File: src/rtl/ace_pkg.sv
// Shared types and constants for the alarm compare and edit block
`default_nettype none

package ace_pkg;

    // Command codes carried by each input item
    typedef enum logic [1:0] {
        CMD_CHECK   = 2'd0,
        CMD_SAVE    = 2'd1,
        CMD_DISABLE = 2'd2,
        CMD_PREVIEW = 2'd3
    } cmd_t;

    // Save error codes: offending digit column
    localparam logic [2:0] ERR_NONE        = 3'd0;
    localparam logic [2:0] ERR_HOUR_TENS   = 3'd1;
    localparam logic [2:0] ERR_HOUR_ONES   = 3'd2;
    localparam logic [2:0] ERR_MINUTE_TENS = 3'd3;
    localparam logic [2:0] ERR_MINUTE_ONES = 3'd4;

    // Last triggered minute value meaning none
    localparam logic [10:0] NO_TRIGGER = 11'd2047;

    localparam logic [15:0] DELAY_RESET = 16'd1000;

    // One input item
    typedef struct packed {
        cmd_t        command;
        logic [31:0] now_ms;
        logic        rtc_ok;
        logic [4:0]  current_hour;
        logic [5:0]  current_minute;
        logic [3:0]  edit_hour_tens;
        logic [3:0]  edit_hour_ones;
        logic [3:0]  edit_minute_tens;
        logic [3:0]  edit_minute_ones;
    } ace_item_t;

    // One result item
    typedef struct packed {
        logic        ringing;
        logic        enabled;
        logic [15:0] alarm_display;
        logic [15:0] edit_display;
        logic [2:0]  error_column;
        logic        buzzer_start;
        logic        buzzer_stop;
    } ace_result_t;

endpackage

`default_nettype wire

File: src/rtl/ace_input_stage.sv
// Input register with stall back to the producer
`default_nettype none

module ace_input_stage
    import ace_pkg::*;
(
    input  wire logic      clk,
    input  wire logic      rst_n,
    input  wire logic      in_valid,
    output logic           in_stall,
    input  wire ace_item_t in_item,
    input  wire logic      take,
    output logic           item_valid,
    output ace_item_t      item
);

    logic      valid_reg;
    logic      valid_next;
    ace_item_t item_reg;

    // Hold the item while the engine cannot take it
    assign in_stall   = valid_reg && !take;
    assign valid_next = in_stall ? valid_reg : in_valid;

    always_ff @(posedge clk or negedge rst_n)
    begin
        if (!rst_n)
        begin
            valid_reg <= 1'b0;
        end
        else
        begin
            valid_reg <= valid_next;
        end
    end

    // Load a new item whenever the register is free or draining
    always_ff @(posedge clk)
    begin
        if (!in_stall)
        begin
            item_reg <= in_item;
        end
    end

    assign item_valid = valid_reg;
    assign item       = item_reg;

endmodule

`default_nettype wire

File: src/rtl/ace_engine.sv
// Alarm state, time check, save validation and result formatting
`default_nettype none

module ace_engine
    import ace_pkg::*;
(
    input  wire logic        clk,
    input  wire logic        rst_n,
    input  wire logic        cfg_we,
    input  wire logic [15:0] cfg_wdata,
    input  wire logic        fire,
    input  wire ace_item_t   item,
    output ace_result_t      result
);

    // Stored alarm digits (always a valid time, 24:00 folded to 00:00)
    logic [3:0]  a_ht_reg, a_ho_reg, a_mt_reg, a_mo_reg;
    logic [3:0]  a_ht_next, a_ho_next, a_mt_next, a_mo_next;
    logic        armed_reg, armed_next;
    logic        ring_reg, ring_next;
    logic [10:0] last_trig_reg, last_trig_next;
    logic [31:0] last_check_reg, last_check_next;
    logic [15:0] delay_reg;

    logic [7:0]  alarm_hour_bin;
    logic [7:0]  alarm_minute_bin;
    logic [10:0] cur_minute;
    logic [31:0] elapsed;
    logic        delay_done;
    logic        time_match;
    logic        zero_edit;
    logic        is24;
    logic [2:0]  err;
    logic        start;
    logic        stop;
    logic [3:0]  ht, ho, mt, mo;

    assign ht = item.edit_hour_tens;
    assign ho = item.edit_hour_ones;
    assign mt = item.edit_minute_tens;
    assign mo = item.edit_minute_ones;

    // Binary alarm time for the compare
    assign alarm_hour_bin   = {4'd0, a_ht_reg} * 8'd10 + {4'd0, a_ho_reg};
    assign alarm_minute_bin = {4'd0, a_mt_reg} * 8'd10 + {4'd0, a_mo_reg};
    assign cur_minute = {6'd0, item.current_hour} * 11'd60 + {5'd0, item.current_minute};
    assign elapsed    = item.now_ms - last_check_reg;
    assign delay_done = elapsed >= {16'd0, delay_reg};
    assign time_match = ({3'd0, item.current_hour} == alarm_hour_bin) &&
                        ({2'd0, item.current_minute} == alarm_minute_bin);

    assign zero_edit = (ht | ho | mt | mo) == 4'd0;
    assign is24      = (ht == 4'd2) && (ho == 4'd4);

    // Find the first offending save column
    always_comb
    begin
        priority if (ht > 4'd2)
            err = ERR_HOUR_TENS;
        else if (ho > 4'd9 || (ht == 4'd2 && ho > 4'd4))
            err = ERR_HOUR_ONES;
        else if (mt > 4'd5 || (is24 && mt != 4'd0))
            err = ERR_MINUTE_TENS;
        else if (mo > 4'd9 || (is24 && mo != 4'd0))
            err = ERR_MINUTE_ONES;
        else
            err = ERR_NONE;
    end

    // Next state and pulses for the current command
    always_comb
    begin
        a_ht_next       = a_ht_reg;
        a_ho_next       = a_ho_reg;
        a_mt_next       = a_mt_reg;
        a_mo_next       = a_mo_reg;
        armed_next      = armed_reg;
        ring_next       = ring_reg;
        last_trig_next  = last_trig_reg;
        last_check_next = last_check_reg;
        start           = 1'b0;
        stop            = 1'b0;
        result.error_column = ERR_NONE;

        unique case (item.command)
            CMD_CHECK:
            begin
                if (!ring_reg && armed_reg && delay_done)
                begin
                    last_check_next = item.now_ms;
                    if (item.rtc_ok && cur_minute != last_trig_reg && time_match)
                    begin
                        last_trig_next = cur_minute;
                        ring_next      = 1'b1;
                        start          = 1'b1;
                    end
                end
            end
            CMD_SAVE:
            begin
                result.error_column = err;
                if (err == ERR_NONE)
                begin
                    ring_next      = 1'b0;
                    stop           = 1'b1;
                    last_trig_next = NO_TRIGGER;
                    if (zero_edit)
                    begin
                        armed_next = 1'b0;
                    end
                    else
                    begin
                        armed_next = 1'b1;
                        a_ht_next  = is24 ? 4'd0 : ht;
                        a_ho_next  = is24 ? 4'd0 : ho;
                        a_mt_next  = mt;
                        a_mo_next  = mo;
                    end
                end
            end
            CMD_DISABLE:
            begin
                a_ht_next      = 4'd0;
                a_ho_next      = 4'd0;
                a_mt_next      = 4'd0;
                a_mo_next      = 4'd0;
                armed_next     = 1'b0;
                ring_next      = 1'b0;
                last_trig_next = NO_TRIGGER;
                stop           = 1'b1;
            end
            CMD_PREVIEW:
            begin
                // Report only
            end
            default:
            begin
            end
        endcase

        // Format the result from the updated state
        result.ringing       = ring_next;
        result.enabled       = armed_next;
        result.alarm_display = armed_next ? {a_mo_next, a_mt_next, a_ho_next, a_ht_next}
                                          : 16'd0;
        if (zero_edit)
            result.edit_display = armed_next ? 16'h0042 : 16'd0;
        else
            result.edit_display = {mo, mt, ho, ht};
        result.buzzer_start = start;
        result.buzzer_stop  = stop;
    end

    // Commit state when the item moves to the result register
    always_ff @(posedge clk or negedge rst_n)
    begin
        if (!rst_n)
        begin
            a_ht_reg       <= 4'd0;
            a_ho_reg       <= 4'd0;
            a_mt_reg       <= 4'd0;
            a_mo_reg       <= 4'd0;
            armed_reg      <= 1'b0;
            ring_reg       <= 1'b0;
            last_trig_reg  <= NO_TRIGGER;
            last_check_reg <= 32'd0;
        end
        else if (fire)
        begin
            a_ht_reg       <= a_ht_next;
            a_ho_reg       <= a_ho_next;
            a_mt_reg       <= a_mt_next;
            a_mo_reg       <= a_mo_next;
            armed_reg      <= armed_next;
            ring_reg       <= ring_next;
            last_trig_reg  <= last_trig_next;
            last_check_reg <= last_check_next;
        end
    end

    // Update delay register
    always_ff @(posedge clk or negedge rst_n)
    begin
        if (!rst_n)
        begin
            delay_reg <= DELAY_RESET;
        end
        else if (cfg_we)
        begin
            delay_reg <= cfg_wdata;
        end
    end

endmodule

`default_nettype wire

File: src/rtl/ace_output_stage.sv
// Result register toward the consumer
`default_nettype none

module ace_output_stage
    import ace_pkg::*;
(
    input  wire logic        clk,
    input  wire logic        rst_n,
    input  wire logic        item_valid,
    input  wire ace_result_t result_in,
    output logic             take,
    output logic             out_valid,
    input  wire logic        out_stall,
    output ace_result_t      result_out
);

    logic        valid_reg;
    logic        valid_next;
    ace_result_t result_reg;

    // Free when empty or when the held item leaves this cycle
    assign take       = !valid_reg || !out_stall;
    assign valid_next = take ? item_valid : valid_reg;

    always_ff @(posedge clk or negedge rst_n)
    begin
        if (!rst_n)
        begin
            valid_reg <= 1'b0;
        end
        else
        begin
            valid_reg <= valid_next;
        end
    end

    always_ff @(posedge clk)
    begin
        if (take && item_valid)
        begin
            result_reg <= result_in;
        end
    end

    assign out_valid  = valid_reg;
    assign result_out = result_reg;

endmodule

`default_nettype wire

File: src/rtl/alarm_compare_and_edit.sv
// Top level of the alarm compare and edit block
//
//   channel | direction | handshake          | payload
//   --------+-----------+--------------------+----------------------------------
//   in      | input     | in_valid/in_stall  | command, now_ms, rtc_ok, clock, edit digits
//   out     | output    | out_valid/out_stall| ringing, enabled, displays, error, buzzer
//   cfg     | input     | cfg_we             | cfg_wdata = update delay in ms
//
// One item per cycle while neither channel stalls; a result is presented after its item passes
// the input register and then the result register, which is loaded together with the state update.
// Reset clears the alarm, disarms it and sets the update delay to 1000 ms.
// A stalled result holds in the result register; the input register keeps
// accepting until it is also full.
`default_nettype none

module alarm_compare_and_edit
    import ace_pkg::*;
(
    input  wire logic        clk,
    input  wire logic        rst_n,
    input  wire logic        cfg_we,
    input  wire logic [15:0] cfg_wdata,
    input  wire logic        in_valid,
    output logic             in_stall,
    input  wire logic [1:0]  command,
    input  wire logic [31:0] now_ms,
    input  wire logic        rtc_ok,
    input  wire logic [4:0]  current_hour,
    input  wire logic [5:0]  current_minute,
    input  wire logic [3:0]  edit_hour_tens,
    input  wire logic [3:0]  edit_hour_ones,
    input  wire logic [3:0]  edit_minute_tens,
    input  wire logic [3:0]  edit_minute_ones,
    output logic             out_valid,
    input  wire logic        out_stall,
    output logic             ringing,
    output logic             enabled,
    output logic [15:0]      alarm_display,
    output logic [15:0]      edit_display,
    output logic [2:0]       error_column,
    output logic             buzzer_start,
    output logic             buzzer_stop
);

    ace_item_t   in_item;
    ace_item_t   item;
    logic        item_valid;
    logic        take;
    ace_result_t result_next;
    ace_result_t result_out;

    // Pack the input fields
    always_comb
    begin
        in_item.command          = cmd_t'(command);
        in_item.now_ms           = now_ms;
        in_item.rtc_ok           = rtc_ok;
        in_item.current_hour     = current_hour;
        in_item.current_minute   = current_minute;
        in_item.edit_hour_tens   = edit_hour_tens;
        in_item.edit_hour_ones   = edit_hour_ones;
        in_item.edit_minute_tens = edit_minute_tens;
        in_item.edit_minute_ones = edit_minute_ones;
    end

    ace_input_stage u_input (
        .clk        (clk),
        .rst_n      (rst_n),
        .in_valid   (in_valid),
        .in_stall   (in_stall),
        .in_item    (in_item),
        .take       (take),
        .item_valid (item_valid),
        .item       (item)
    );

    ace_engine u_engine (
        .clk       (clk),
        .rst_n     (rst_n),
        .cfg_we    (cfg_we),
        .cfg_wdata (cfg_wdata),
        .fire      (item_valid && take),
        .item      (item),
        .result    (result_next)
    );

    ace_output_stage u_output (
        .clk        (clk),
        .rst_n      (rst_n),
        .item_valid (item_valid),
        .result_in  (result_next),
        .take       (take),
        .out_valid  (out_valid),
        .out_stall  (out_stall),
        .result_out (result_out)
    );

    // Unpack the result fields
    assign ringing       = result_out.ringing;
    assign enabled       = result_out.enabled;
    assign alarm_display = result_out.alarm_display;
    assign edit_display  = result_out.edit_display;
    assign error_column  = result_out.error_column;
    assign buzzer_start  = result_out.buzzer_start;
    assign buzzer_stop   = result_out.buzzer_stop;

    // A ringing alarm is always armed
    a_ring_armed: assert property (@(posedge clk) disable iff (!rst_n)
        out_valid |-> (!ringing || enabled))
        else $error("ringing while disarmed");

    // Start and stop never pulse together, and a start means ringing
    a_pulses: assert property (@(posedge clk) disable iff (!rst_n)
        out_valid && buzzer_start |-> (!buzzer_stop && ringing))
        else $error("bad buzzer pulse");

    // A rejected save changes nothing that would stop the sound
    a_err_no_stop: assert property (@(posedge clk) disable iff (!rst_n)
        out_valid && (error_column != ERR_NONE) |-> !buzzer_stop)
        else $error("stop pulse on rejected save");

    // A disarmed alarm shows a blank time
    a_blank: assert property (@(posedge clk) disable iff (!rst_n)
        out_valid && !enabled |-> (alarm_display == 16'd0))
        else $error("display not blank while disarmed");

endmodule

`default_nettype wire

File: config.mk
export PLATFORM = sky130hd
export DESIGN_NAME = alarm_compare_and_edit
export DESIGN_NICKNAME = d
export VERILOG_FILES = /design/src/rtl/ace_pkg.sv /design/src/rtl/ace_input_stage.sv /design/src/rtl/ace_engine.sv /design/src/rtl/ace_output_stage.sv /design/src/rtl/alarm_compare_and_edit.sv
export SDC_FILE = /design/constraint.sdc
export NUM_CORES = 1
export LEC_CHECK = 0
export ABC_AREA = 1
export BUFFER_PORTS_ARGS = -buffer_cell sky130_fd_sc_hd__clkbuf_2
export CAP_MARGIN = 40
export CORE_MARGIN = 10
export CORE_UTILIZATION = 25
export CTS_CLUSTER_DIAMETER = 80
export CTS_CLUSTER_SIZE = 40
export DETAILED_ROUTE_END_ITERATION = 10
export HOLD_SLACK_MARGIN = 0.15
export MAX_ROUTING_LAYER = met4
export SLEW_MARGIN = 20
export SYNTH_ARGS = -nofsm -noshare
export SYNTH_HDL_FRONTEND = slang
export SYNTH_SLANG_ARGS = --single-unit
File: constraint.sdc
create_clock -name clk -period 9.5 [get_ports clk]
set_clock_uncertainty 0.1 [all_clocks]
set_input_delay 1.9 -clock clk [delete_from_list [all_inputs] [get_ports clk]]
set_output_delay 1.9 -clock clk [all_outputs]
set_load 0.02 [all_outputs]
**Word level (Yosys, flattened, before mapping)**

Index checks and enable logic that the tools add are counted.

- Register bits after elaboration: 180
- Input bits: 83
- Output and inout port bits: 41
- Logic and storage cells: 115

- Add/subtract/negate cells: 4
- Multiply operators: 3
- $lt $le $gt $ge: 6
- Equal/unequal tests: 10
- Mux-type cells: 34
- Bitwise gates (word level): 3
- Reductions and logical operators: 28

Operators by type and width:

| operator | count |
|---|---|
| two-way mux 4 bit | 10 |
| two-way mux 11 bit | 3 |
| one-hot mux 11 bit (3 select lines) | 1 |
| greater-or-equal comparator 32 x 16 -> 1 bit | 1 |
| one-hot mux 4 bit (2 select lines) | 4 |
| subtractor 32 bit | 1 |
| adder 8 x 4 -> 8 bit | 2 |
| two-way mux 16 bit | 1 |
| multiplier 4 x 3 -> 7 bit (second input constant) | 2 |
| two-way mux 3 bit | 4 |
| OR 4 bit | 3 |
| adder 11 x 6 -> 11 bit | 1 |
| logical AND 1 bit | 11 |
| != test 11 bit | 1 |
| multiplier 5 x 4 -> 9 bit (second input constant) | 1 |
| equality test 5 x 8 -> 1 bit | 1 |
| equality test 6 x 8 -> 1 bit | 1 |
| greater-than comparator 4 x 3 -> 1 bit (second input constant) | 2 |
| greater-than comparator 4 bit (second input constant) | 2 |
| nonzero test 4 bit | 2 |
| two-way mux 1 bit | 7 |
| two-way mux 7 bit | 1 |
| != test 2 x 1 -> 1 bit (second input constant) | 3 |
| AND reduction 5 bit | 1 |
| other kinds (15) | 22 |

**Longest topological paths before layout**

Gate-level depths: netlist of run 1.

- Depth in word-level cells: 13
- Gate-level depth with buffers: 32

**By module**

A second synthesis of run 1 with hierarchy kept.

- Cell total of the unflattened synthesis: 1458
- Area, all modules: 11596.1 um^2

Modules (own cells, without submodules):

| module | times used | cells an instance | area an instance (um^2) | seq. area each (um^2) |
|---|---|---|---|---|
| ace_engine | 1 | 1344 | 8468.1 | 1948.1 |
| ace_input_stage | 1 | 68 | 1908.1 | 1886.8 |
| ace_output_stage | 1 | 44 | 1212.4 | 1196.1 |
| alarm_compare_and_edit | 1 | 2 | 7.5 | 0.0 |

**Worst setup path after synthesis of run 1**

Ideal clock, no wire load.

- Path type: input to output
- Start: input port out_stall
- End: output port in_stall
- Arrival: 2300 ps
- Required time: 7500 ps
- Slack: 5200 ps
- Stages on the path: 2
- Buffers on the path: 0
- Cell sequence: nand2_1 nor2_1

- Longest elaborated chain between the ends: 4

Ends and longest elaborated chain:

| element | RTL line | text |
|---|---|---|
| start, declared | alarm_compare_and_edit.sv:35 | `input wire logic out_stall,` |
| logical NOT 1 bit | ace_output_stage.sv:22 | `assign take = !valid_reg \|\| !out_stall;` |
| logical OR 1 bit | ace_output_stage.sv:22 |  |
| logical NOT 1 bit | ace_input_stage.sv:22 | `assign in_stall = valid_reg && !take;` |
| logical AND 1 bit | ace_input_stage.sv:22 |  |
| end, declared | alarm_compare_and_edit.sv:24 | `output logic in_stall,` |

Every way passes these cells.

**Worst setup path after layout of run 1**

Same ends and word-level chain as after synthesis.

==> results of run 1 <==
-- layout make-up --
type	instances	area share, %
Tap cell	600	5.569
Sequential cell	180	37.32
Clock buffer	17	3.156
Clock inverter	15	1.541
Antenna cell	3	0.05569
Timing Repair Buffer	130	5.309
Multi-Input combinational cell	934	39.45
Inverter	273	7.602
-- through the flow --
stage | cell area (µm²) | hold slack (ps) | std cells | setup WS (ps)
after global placement | 12770 | 335.9 | 2114 | 5063
final | 13480 | 363.1 | 2152 | 5067
after floorplan | 11550 | 334.0 | 1423 | 5200
after CTS | 13450 | 367.0 | 2148 | 5038
after global routing | 13480 | 374.3 | 2152 | 4652
after detailed placement | 12810 | 346.7 | 2116 | 5056
-- metal layers --
layer / global-route usage, % / vias to the layer above
met1: 13.95 / 4338
met4: 4.464 / 0
met2: 17.53 / 159
met5: - / -
met3: 1.877 / 27
li1: - / 4705
-- power by group --
group | internal [mW] | switching [mW]
clock | 0.385 | 0.368
sequential | 0.953 | 0.0556
combinational | 0.404 | 0.708
total | 1.74 | 1.13
-- path summary, 6_finish.rpt --
path	startpoint	endpoint	slack [ps]	depth (start not counted)
max	out_stall	in_stall	5070	4
min	u_input.item[0]$_DFFE_PN_	u_output.result_out[17]$_SDFFCE_PP0P_	360	0
max reg2reg	u_input.item[22]$_DFFE_PN_	u_engine.last_trig_reg[2]$_DFFE_PN1P_	5080	25
min reg2reg	u_input.item[0]$_DFFE_PN_	u_output.result_out[17]$_SDFFCE_PP0P_	360	0
max in group asynchronous	rst_n	u_engine.ring_reg$_DFFE_PN0P_	6960	2
min in group asynchronous	rst_n	u_output.out_valid$_DFFE_PN0N_	1280	1
-- kinds of logic (layout without fill, tap and decap cells) --
group,Yosys count,in the layout,share of synthesized area (%)
buf+inv,309,435,10.47
flops,180,180,43.56
xor+xnor,39,39,3.022
fa+ha+maj,94,94,11.03
compound gates,151,151,7.182
simple gates,649,649,24.64
mux,1,1,0.09748
other cells,0,3,0
-- cells in the mapped netlist, drive strengths merged, types with 3 or more instances --
master	number	share of area, %
nor3	13	0.61
a21oi	64	2.9
edfxtp	101	26
dfstp	17	3.9
o22ai	9	0.49
xnor2	12	0.97
nand3b	7	0.45
ha	81	8.8
inv	272	8.8
dfrtp	62	13
xor2	27	2.0
nor2	121	4.3
nand3	66	3.1
and2	3	0.16
nor4	4	0.27
o21ai	62	2.7
or2	9	0.49
buf	12	0.81
clkbuf	24	0.79
nand2	412	14
nand4	10	0.67
fa	13	2.3
-- worst max-delay path: stages --
cell and delay [ps]:
clkbuf_2 70, nand2_1 70, nor2_1 180, clkbuf_2 210
==> qor.yml, run 1 <==
cts:
  cts.clk_slew.worst_paths_ps: 80
  hold_buffers: 0
  cts_buffer_depth: 2
  post-cts-setup-buffers: 0
  cts_tree: "yes"
  cts_resized: 0
  clkLatencyLatePin_ps: 470
  h-tree-depth: 4
  cts_sinks: 180
  cts_buffers: 17
  cts_root_buf: "clkbuf_16"
logic_synthesis:
  yosysSeqAreaShare_pct: 43.56
  avgSynthCellArea_um2: 8.117
  synthArstFlopShare_pct: 43.89
  synthDistinctLibCells: 59
  synth_warnings: 0
  synth_cells: 1423
  yosys_most_used_dff: "edfxtp_1"
  synth_seq_cells: 180
  syn_area_um2: 11550
  synth_edf_count: 101
  syn_nets: 1600
finish:
  drive_above_1_share_pct: 17.30
  fin_util_pct: 29.58
  finish.net_count: 1713
  mostFrequentLayoutCells: "371 x nand2_1, 259 x inv_1, 122 x clkbuf_2"
  area_growth_pct: 16.70
  largest_register_ffs: 62
  multi_input_area_um2: 5318
  nFillCells: 4860
  register_area_um2: 5031
  final_common_cell: "nand2_1"
drt:
  wl_met2_um: 13960
  wl_per_cell_um: 13.73
  drcViolationCount: 0
  firstDrtPassIters: 5
  drt-total-wl_um: 29540
  antenna_left: 0
  drt_iter0_drc: 547
  wl_met1_um: 13860
  route.met3.wl_um: 1130
  top_layer_used: "met4"
  via_count: 9229
  vias_per_cell: 4.289
flow_run:
  cap_violations: 0
run_status:
  status: "complete, no violations"
grt:
  overflow: 0
  antenna_found_initial: 4
  grt_pass1_vias: 9092
  grt_first_pass_wirelength_um: 48020
  grt_usage_pct: 11.12
  grt_start_max_net_pins: 72
placed_design:
  gp_congestion: 0.8774
  port_buffers: 123
  dp_hpwl_um: 23550
critical_path:
  required_ps: 7500
  worstSetupEndpointType: "output pin"
  start_kind: "primary input"
  crit_fanout: 3
  worst-setup-path-type: "primary input to output pin"
  crit_arrival_ps: 2430
die:
  die_y_um: 235.0
  rows: 78
  pin_count: 124
  dieWidth_um: 235.0
  core_um2: 45580
  die_area_um2: 55200
  initial_core_util_pct: 25.34
timing:
  rsz0062_at_grt: "false"
  fmax_mhz: 225.6
  relSlewSlack_pct: 55.41
  period_share_pct: 46.66
  maxSlewViolCount: 0
  setup_viol: 0
  fin_crit_ps: 4433
  tns_ps: 0
  worst_slew_pin_slew_ps: 668.9
  finalHoldViolCount: 0
power:
  finalPower_mw: 2.874
  p_per_area_nw_per_um2: 213.2
  peakVddDrop_mv: 0.1355
  leakagePower_nw: 6.811
worst_hold_path:
  hold_path.class: "flip-flop to flip-flop"
Power figures use the tool's default switching activity.
==> run 2, diff against run 1 <==
- clock period: 9.5 -> 4.05 ns (I/O delays scaled with it)
==> qor.yml, run 2 (synthesis results as in run 1) <==
run_status:
  status: "finished with violations"
  violations: "negative setup slack"
cts:
  cts.clk_slew.worst_paths_ps: 80  # about the same
  clkLatencyLatePin_ps: 480  # about the same
  cts_sinks: 180  # unchanged
  cts_buffers: 17  # unchanged
  cts_root_buf: "clkbuf_16"
  cts_tree: "yes"
  h-tree-depth: 4  # unchanged
  cts_buffer_depth: 2  # unchanged
power:
  p_switching_mw: 2.807  # +150%
  leakagePower_nw: 7.011  # +2.9%
  peakVddDrop_mv: 0.2715  # +100%
  p_per_area_nw_per_um2: 497.8  # +130%
  pwr-share-comb_pct: 41.1  # +2.4 points
  clkPwrFrac_pct: 24.8  # -1.4 points
  seqPwrFrac_pct: 34.1  # -1.0 points
  switching_share_pct: 40.23  # +0.84 points
  p_int_mw: 4.171  # +140%
grt:
  grt_first_pass_wirelength_um: 48530  # +1.1%
  grt_start_max_net_pins: 69  # -4.2%
  grt_usage_pct: 11.26  # +0.14 points
  grt_use_met2_pct: 18.08  # +0.55 points
  busiest_layer: "met2"
  grt_util_met1_pct: 13.88  # -0.076 points
  antenna_found_initial: 0  # -4
  grt_pass1_vias: 9253  # +1.8%
  grt.met3_usage_pct: 1.842  # -0.035 points
  overflow: 0  # unchanged
die:
  core_um2: 45580  # unchanged
  die_y_um: 235.0  # unchanged
  pin_count: 124  # unchanged
  die_area_um2: 55200  # unchanged
  rows: 78  # unchanged
  dieWidth_um: 235.0  # unchanged
  initial_core_util_pct: 25.34  # unchanged
drt:
  firstDrtPassIters: 5  # unchanged
  via_count: 9357  # +1.4%
  drt-total-wl_um: 30940  # +4.7%
  vias_per_cell: 4.296  # +0.18%
  wl_per_cell_um: 14.21  # +3.5%
  drt_iter0_drc: 523  # -4.4%
  drcViolationCount: 0  # unchanged
  antenna_left: 0  # unchanged
finish:
  diodes: 0  # -3
  fin_util_pct: 30.76  # +1.2 points
  largest_register_ffs: 62  # unchanged
  final_common_cell: "nand2_1"
  finish.net_count: 1742  # +1.7%
  mostFrequentLayoutCells: "359 x nand2_1, 253 x inv_1, 122 x clkbuf_2"
  drive_above_1_share_pct: 21.80  # +4.5 points
  area_growth_pct: 21.36
  nFillCells: 4785  # -1.5%
timing:
  tns_ps: -657.5  # -657.5 ps
  finalHoldViolCount: 0  # unchanged
  fmax_mhz: 241.8
  timing.final.ws_setup_ps: -85.62  # -5153 ps
  rsz0062_at_grt: "true"
  worst_slew_pin_slew_ps: 866.9  # +197.9 ps
  fin_crit_ps: 4136
  setup_viol: 13  # +13
  maxSlewViolCount: 0  # unchanged
  period_share_pct: 102.1
  relSlewSlack_pct: 42.15  # -13 points
placed_design:
  port_buffers: 123  # unchanged
  gp_congestion: 0.8544  # -2.6%
  dp_hpwl_um: 23920  # +1.6%
critical_path:
  crit_arrival_ps: 4460  # +2030 ps
  worst-setup-path-type: "flip-flop to flip-flop"
  required_ps: 4370  # -3130 ps
  start_kind: "flip-flop"
  worstSetupEndpointType: "flip-flop"
  crit_fanout: 7  # +4
flow_run:
  cap_violations: 0  # unchanged
worst_hold_path:
  hold_path.class: "flip-flop to flip-flop"
==> run 2: cell count changes in the layout (fill, tap and decap cells not counted), moves of 7 or more <==
cell / change
buf_4: +18
nand2_1: -12
nand2_2: +11
nand3_1: -9
nand3_2: +8
ha_1: -7
==> run 2: power by group through the flow <==
stage | Combinational [mW] | Clock [mW] | Sequential (mW)
final | 2.87 | 1.73 | 2.38
after global routing | 3.29 | 1.85 | 2.40
after CTS | 2.73 | 1.79 | 2.38
after detailed placement | 2.65 | 0 | 2.41
after global placement | 2.58 | 0 | 2.41
after floorplan | 1.96 | 0 | 2.41
==> run 2: final cells by class <==
| type | count | area, µm² | share of cell area, % |
|---|---|---|---|
| clock buffer | 17 | 425.4 | 3.035 |
| clock inverter | 15 | 203.9 | 1.455 |
| inverter | 273 | 1025 | 7.310 |
| multi-input combinational | 935 | 5553 | 39.61 |
| sequential | 180 | 5031 | 35.89 |
| tap | 600 | 750.7 | 5.355 |
| timing repair buffer | 158 | 1030 | 7.346 |
==> run 2: through the flow <==
stage          setup WS [ps]  power [mW]  area, µm²  hold WS, ps  cells
3_3_place_gp          -114.5       4.991      12930        337.0   2130
4_1_cts               -161.0       6.900      13700        350.7   2169
2_1_floorplan          109.7       4.370      11550        334.0   1423
3_5_place_dp          -206.5       5.067      12960        333.8   2131
6_report              -85.62       6.978      14020        347.8   2178
5_1_grt               -260.8       7.550      14020        363.9   2178
==> run 2: repair_timing <==
action | 4_1_cts | 5_1_grt
setup buffers | 4 | 3
endpoints found under the hold margin | 2 | 0
gates cloned | 1 | 5
resized for setup | 14 | 47
hold buffers | 1 | 0
pin swaps | 15 | 17
setup endpoints to repair | 14 | 46
==> run 2: worst paths after layout <==
path | to | cells after the start | start | slack, ps
min in group asynchronous | u_input.item_valid$_DFFE_PN0N_ | 2 | rst_n | 690
setup / recovery | u_engine.last_trig_reg[7]$_DFFE_PN1P_ | 25 | u_input.item[22]$_DFFE_PN_ | -90
setup reg to reg | u_engine.last_trig_reg[7]$_DFFE_PN1P_ | 25 | u_input.item[22]$_DFFE_PN_ | -90
hold / removal | u_output.result_out[17]$_SDFFCE_PP0P_ | 0 | u_input.item[0]$_DFFE_PN_ | 350
hold reg to reg | u_output.result_out[17]$_SDFFCE_PP0P_ | 0 | u_input.item[0]$_DFFE_PN_ | 350
max in group asynchronous | u_engine.delay_reg[6]$_DFFE_PN1P_ | 4 | rst_n | 2280
==> run 2: layer usage <==
| layer | share of wire, % | up-vias |
|---|---|---|
| met5 | 0 | - |
| met4 | 2.4 | 0 |
| met3 | 2.9 | 39 |
| met2 | 48 | 156 |
| met1 | 47 | 4408 |
| li1 | - | 4754 |
==> run 2: worst max-delay path, stage by stage (launching register included) <==
cell	delay [ps]
edfxtp_1	420
fa_1	540
fa_1	520
inv_1	50
fa_1	490
inv_2	50
ha_4	280
nand2_4	50
nor2_4	100
o21ai_2	80
inv_2	80
nand2_2	70
nor2_4	120
nand2_2	70
nand2_2	80
nand3_2	60
nand2_1	60
inv_1	40
nand4_1	100
nand2_1	90
nor2_2	140
inv_2	80
nand2_8	110
buf_12	130
nand3_2	60
nand2_2	110
==> run 3, diff against run 2 <==
- RECOVER_POWER: default -> 25
==> qor.yml, run 3 (synthesis results as in run 1) <==
run_status:
  status: "finished with violations"
  violations: "max-capacitance violations, max-slew violations, negative setup slack"
finish:
  mostFrequentLayoutCells: "359 x nand2_1, 253 x inv_1, 107 x clkbuf_2"
  final_common_cell: "nand2_1"
  largest_register_ffs: 62  # unchanged
  drive_above_1_share_pct: 20.72  # -1.1 points
  diodes: 0  # unchanged
  area_growth_pct: 21.10
  nFillCells: 4791  # +0.13%
  finish.net_count: 1742  # unchanged
cts:
  cts_root_buf: "clkbuf_16"
  cts_sinks: 180  # unchanged
  cts_tree: "yes"
  cts_buffer_depth: 2  # unchanged
  cts.clk_slew.worst_paths_ps: 80  # about the same
  h-tree-depth: 4  # unchanged
  clkLatencyLatePin_ps: 480  # about the same
  cts_buffers: 17  # unchanged
drt:
  vias_per_cell: 4.278  # -0.43%
  firstDrtPassIters: 5  # unchanged
  via_count: 9317  # -0.43%
  antenna_left: 0  # unchanged
  drt-total-wl_um: 30900  # -0.14%
  wl_per_cell_um: 14.19  # -0.14%
  drcViolationCount: 0  # unchanged
  drt_iter0_drc: 540  # +3.3%
critical_path:
  critical_path_buf_inv_count: 6  # unchanged
  critical-path-max-stage-delay_ps: 540  # about the same
  required_ps: 4370  # about the same
  cp_common_cell: "nand2_2"
  cp_top_family: "adder cells"
  start_kind: "flip-flop"
  crit_arrival_ps: 4460  # about the same
  worstSetupEndpointType: "flip-flop"
  crit_fanout: 7  # unchanged
  cpMaxStageDelayCell: "fa_1"
  worst-setup-path-type: "flip-flop to flip-flop"
grt:
  grt_start_max_net_pins: 69  # unchanged
  grt_usage_pct: 11.26  # unchanged
  antenna_found_initial: 0  # unchanged
  grt_pass1_vias: 9253  # unchanged
  grt_first_pass_wirelength_um: 48530  # unchanged
  overflow: 0  # unchanged
power:
  leakagePower_nw: 6.961  # -0.70%
  seqPwrFrac_pct: 34.1  # about the same
  switching_share_pct: 40.26  # about the same
  peakVddDrop_mv: 0.2707  # -0.29%
  p_per_area_nw_per_um2: 498.8  # +0.20%
  p_switching_mw: 2.809  # about the same
  pwr-share-comb_pct: 41.1  # about the same
  clkPwrFrac_pct: 24.8  # about the same
  p_int_mw: 4.168  # about the same
timing:
  rsz0062_at_grt: "true"
  worst_slew_pin_slew_ps: 1650  # +783.4 ps
  period_share_pct: 102.1  # about the same
  fin_crit_ps: 4136  # +0.02930 ps
  finalHoldViolCount: 0  # unchanged
  fin_hold_ws_ps: 348.6  # +0.8200 ps
  setup_viol: 13  # unchanged
  timing.final.ws_setup_ps: -85.65  # -0.02930 ps
  maxSlewViolCount: 22  # +22
  relSlewSlack_pct: -10.02  # -52 points
  fmax_mhz: 241.8  # about the same
die:
  initial_core_util_pct: 25.34  # unchanged
  rows: 78  # unchanged
  dieWidth_um: 235.0  # unchanged
  pin_count: 124  # unchanged
  die_area_um2: 55200  # unchanged
  die_y_um: 235.0  # unchanged
  core_um2: 45580  # unchanged
placed_design:
  gp_congestion: 0.8544  # unchanged
  dp_hpwl_um: 23920  # unchanged
  port_buffers: 123  # unchanged
  pre_cts_ws_ps: -206.5  # unchanged
worst_hold_path:
  hold_path.class: "flip-flop to flip-flop"
flow_run:
  cap_violations: 1  # +1
## run 3: worst paths after layout
| path | depth (start not counted) | start | end | slack (ps) |
|---|---|---|---|---|
| worst max-delay path | 25 | u_input.item[22]$_DFFE_PN_ | u_engine.last_trig_reg[7]$_DFFE_PN1P_ | -90 |
| worst min-delay path | 0 | u_input.item[0]$_DFFE_PN_ | u_output.result_out[17]$_SDFFCE_PP0P_ | 350 |
| worst max register to register | 25 | u_input.item[22]$_DFFE_PN_ | u_engine.last_trig_reg[7]$_DFFE_PN1P_ | -90 |
| worst min register to register | 0 | u_input.item[0]$_DFFE_PN_ | u_output.result_out[17]$_SDFFCE_PP0P_ | 350 |
| max in group asynchronous | 4 | rst_n | u_engine.delay_reg[6]$_DFFE_PN1P_ | 1410 |
| min in group asynchronous | 2 | rst_n | u_input.item_valid$_DFFE_PN0N_ | 1180 |
## run 3: repair_timing
action                                 CTS  global route
gates resized for setup                 14            47
pin swaps                               15            17
endpoints found under the hold margin    2             0
cloned                                   1             5
setup buffers                            4             3
hold buffers                             1             0
setup endpoints to repair               14            46
## run 3: power by group through the flow
stage | Clock, mW | Combinational, mW | Sequential, mW
final | 1.73 | 2.86 | 2.38
after detailed placement | 0 | 2.65 | 2.41
after global routing | 1.85 | 3.29 | 2.40
after CTS | 1.79 | 2.73 | 2.38
after global placement | 0 | 2.58 | 2.41
after floorplan | 0 | 1.96 | 2.41
## run 3: layout make-up
| type | instances | area [µm²] | area share [%] |
|---|---|---|---|
| Multi-Input combinational cell | 935 | 5545 | 39.64 |
| Sequential cell | 180 | 5031 | 35.97 |
| Inverter | 273 | 1025 | 7.326 |
| Timing Repair Buffer | 158 | 1007 | 7.200 |
| Tap cell | 600 | 750.7 | 5.367 |
| Clock buffer | 17 | 425.4 | 3.041 |
| Clock inverter | 15 | 203.9 | 1.458 |
## run 3: layer usage
metal / vias to the layer above / global-route usage (%) / share of wire (%)
met1: 4386 / 13.88 / 46
met2: 138 / 18.08 / 48
met3: 39 / 1.842 / 3.2
met5: - / - / 0
met4: 0 / 4.561 / 2.4
li1: 4754 / - / -
## run 3: metrics by stage
step	utilization [%]	TNS (ps)	power, mW	instance area [µm²]	cells
floorplan	-	0	4.370	11550	1423
global placement	28.37	-1167	4.991	12930	2130
detailed placement	28.43	-2458	5.067	12960	2131
CTS	30.06	-1898	6.900	13700	2169
global route	30.69	-3293	7.546	13990	2178
finish	30.69	-659.0	6.977	13990	2178
## run 3: worst register-to-register path, cell delays in order (launching register included)
cell      delay (ps)
edfxtp_1         420
fa_1             540
fa_1             520
inv_1             50
fa_1             490
inv_2             50
ha_4             280
nand2_4           60
nor2_4           100
o21ai_2           80
inv_2             80
nand2_2           70
nor2_4           120
nand2_2           70
nand2_2           80
nand3_2           60
nand2_1           60
inv_1             40
nand4_1          100
nand2_1           90
nor2_2           140
inv_2             80
nand2_8          110
buf_12           130
nand3_2           60
nand2_2          110
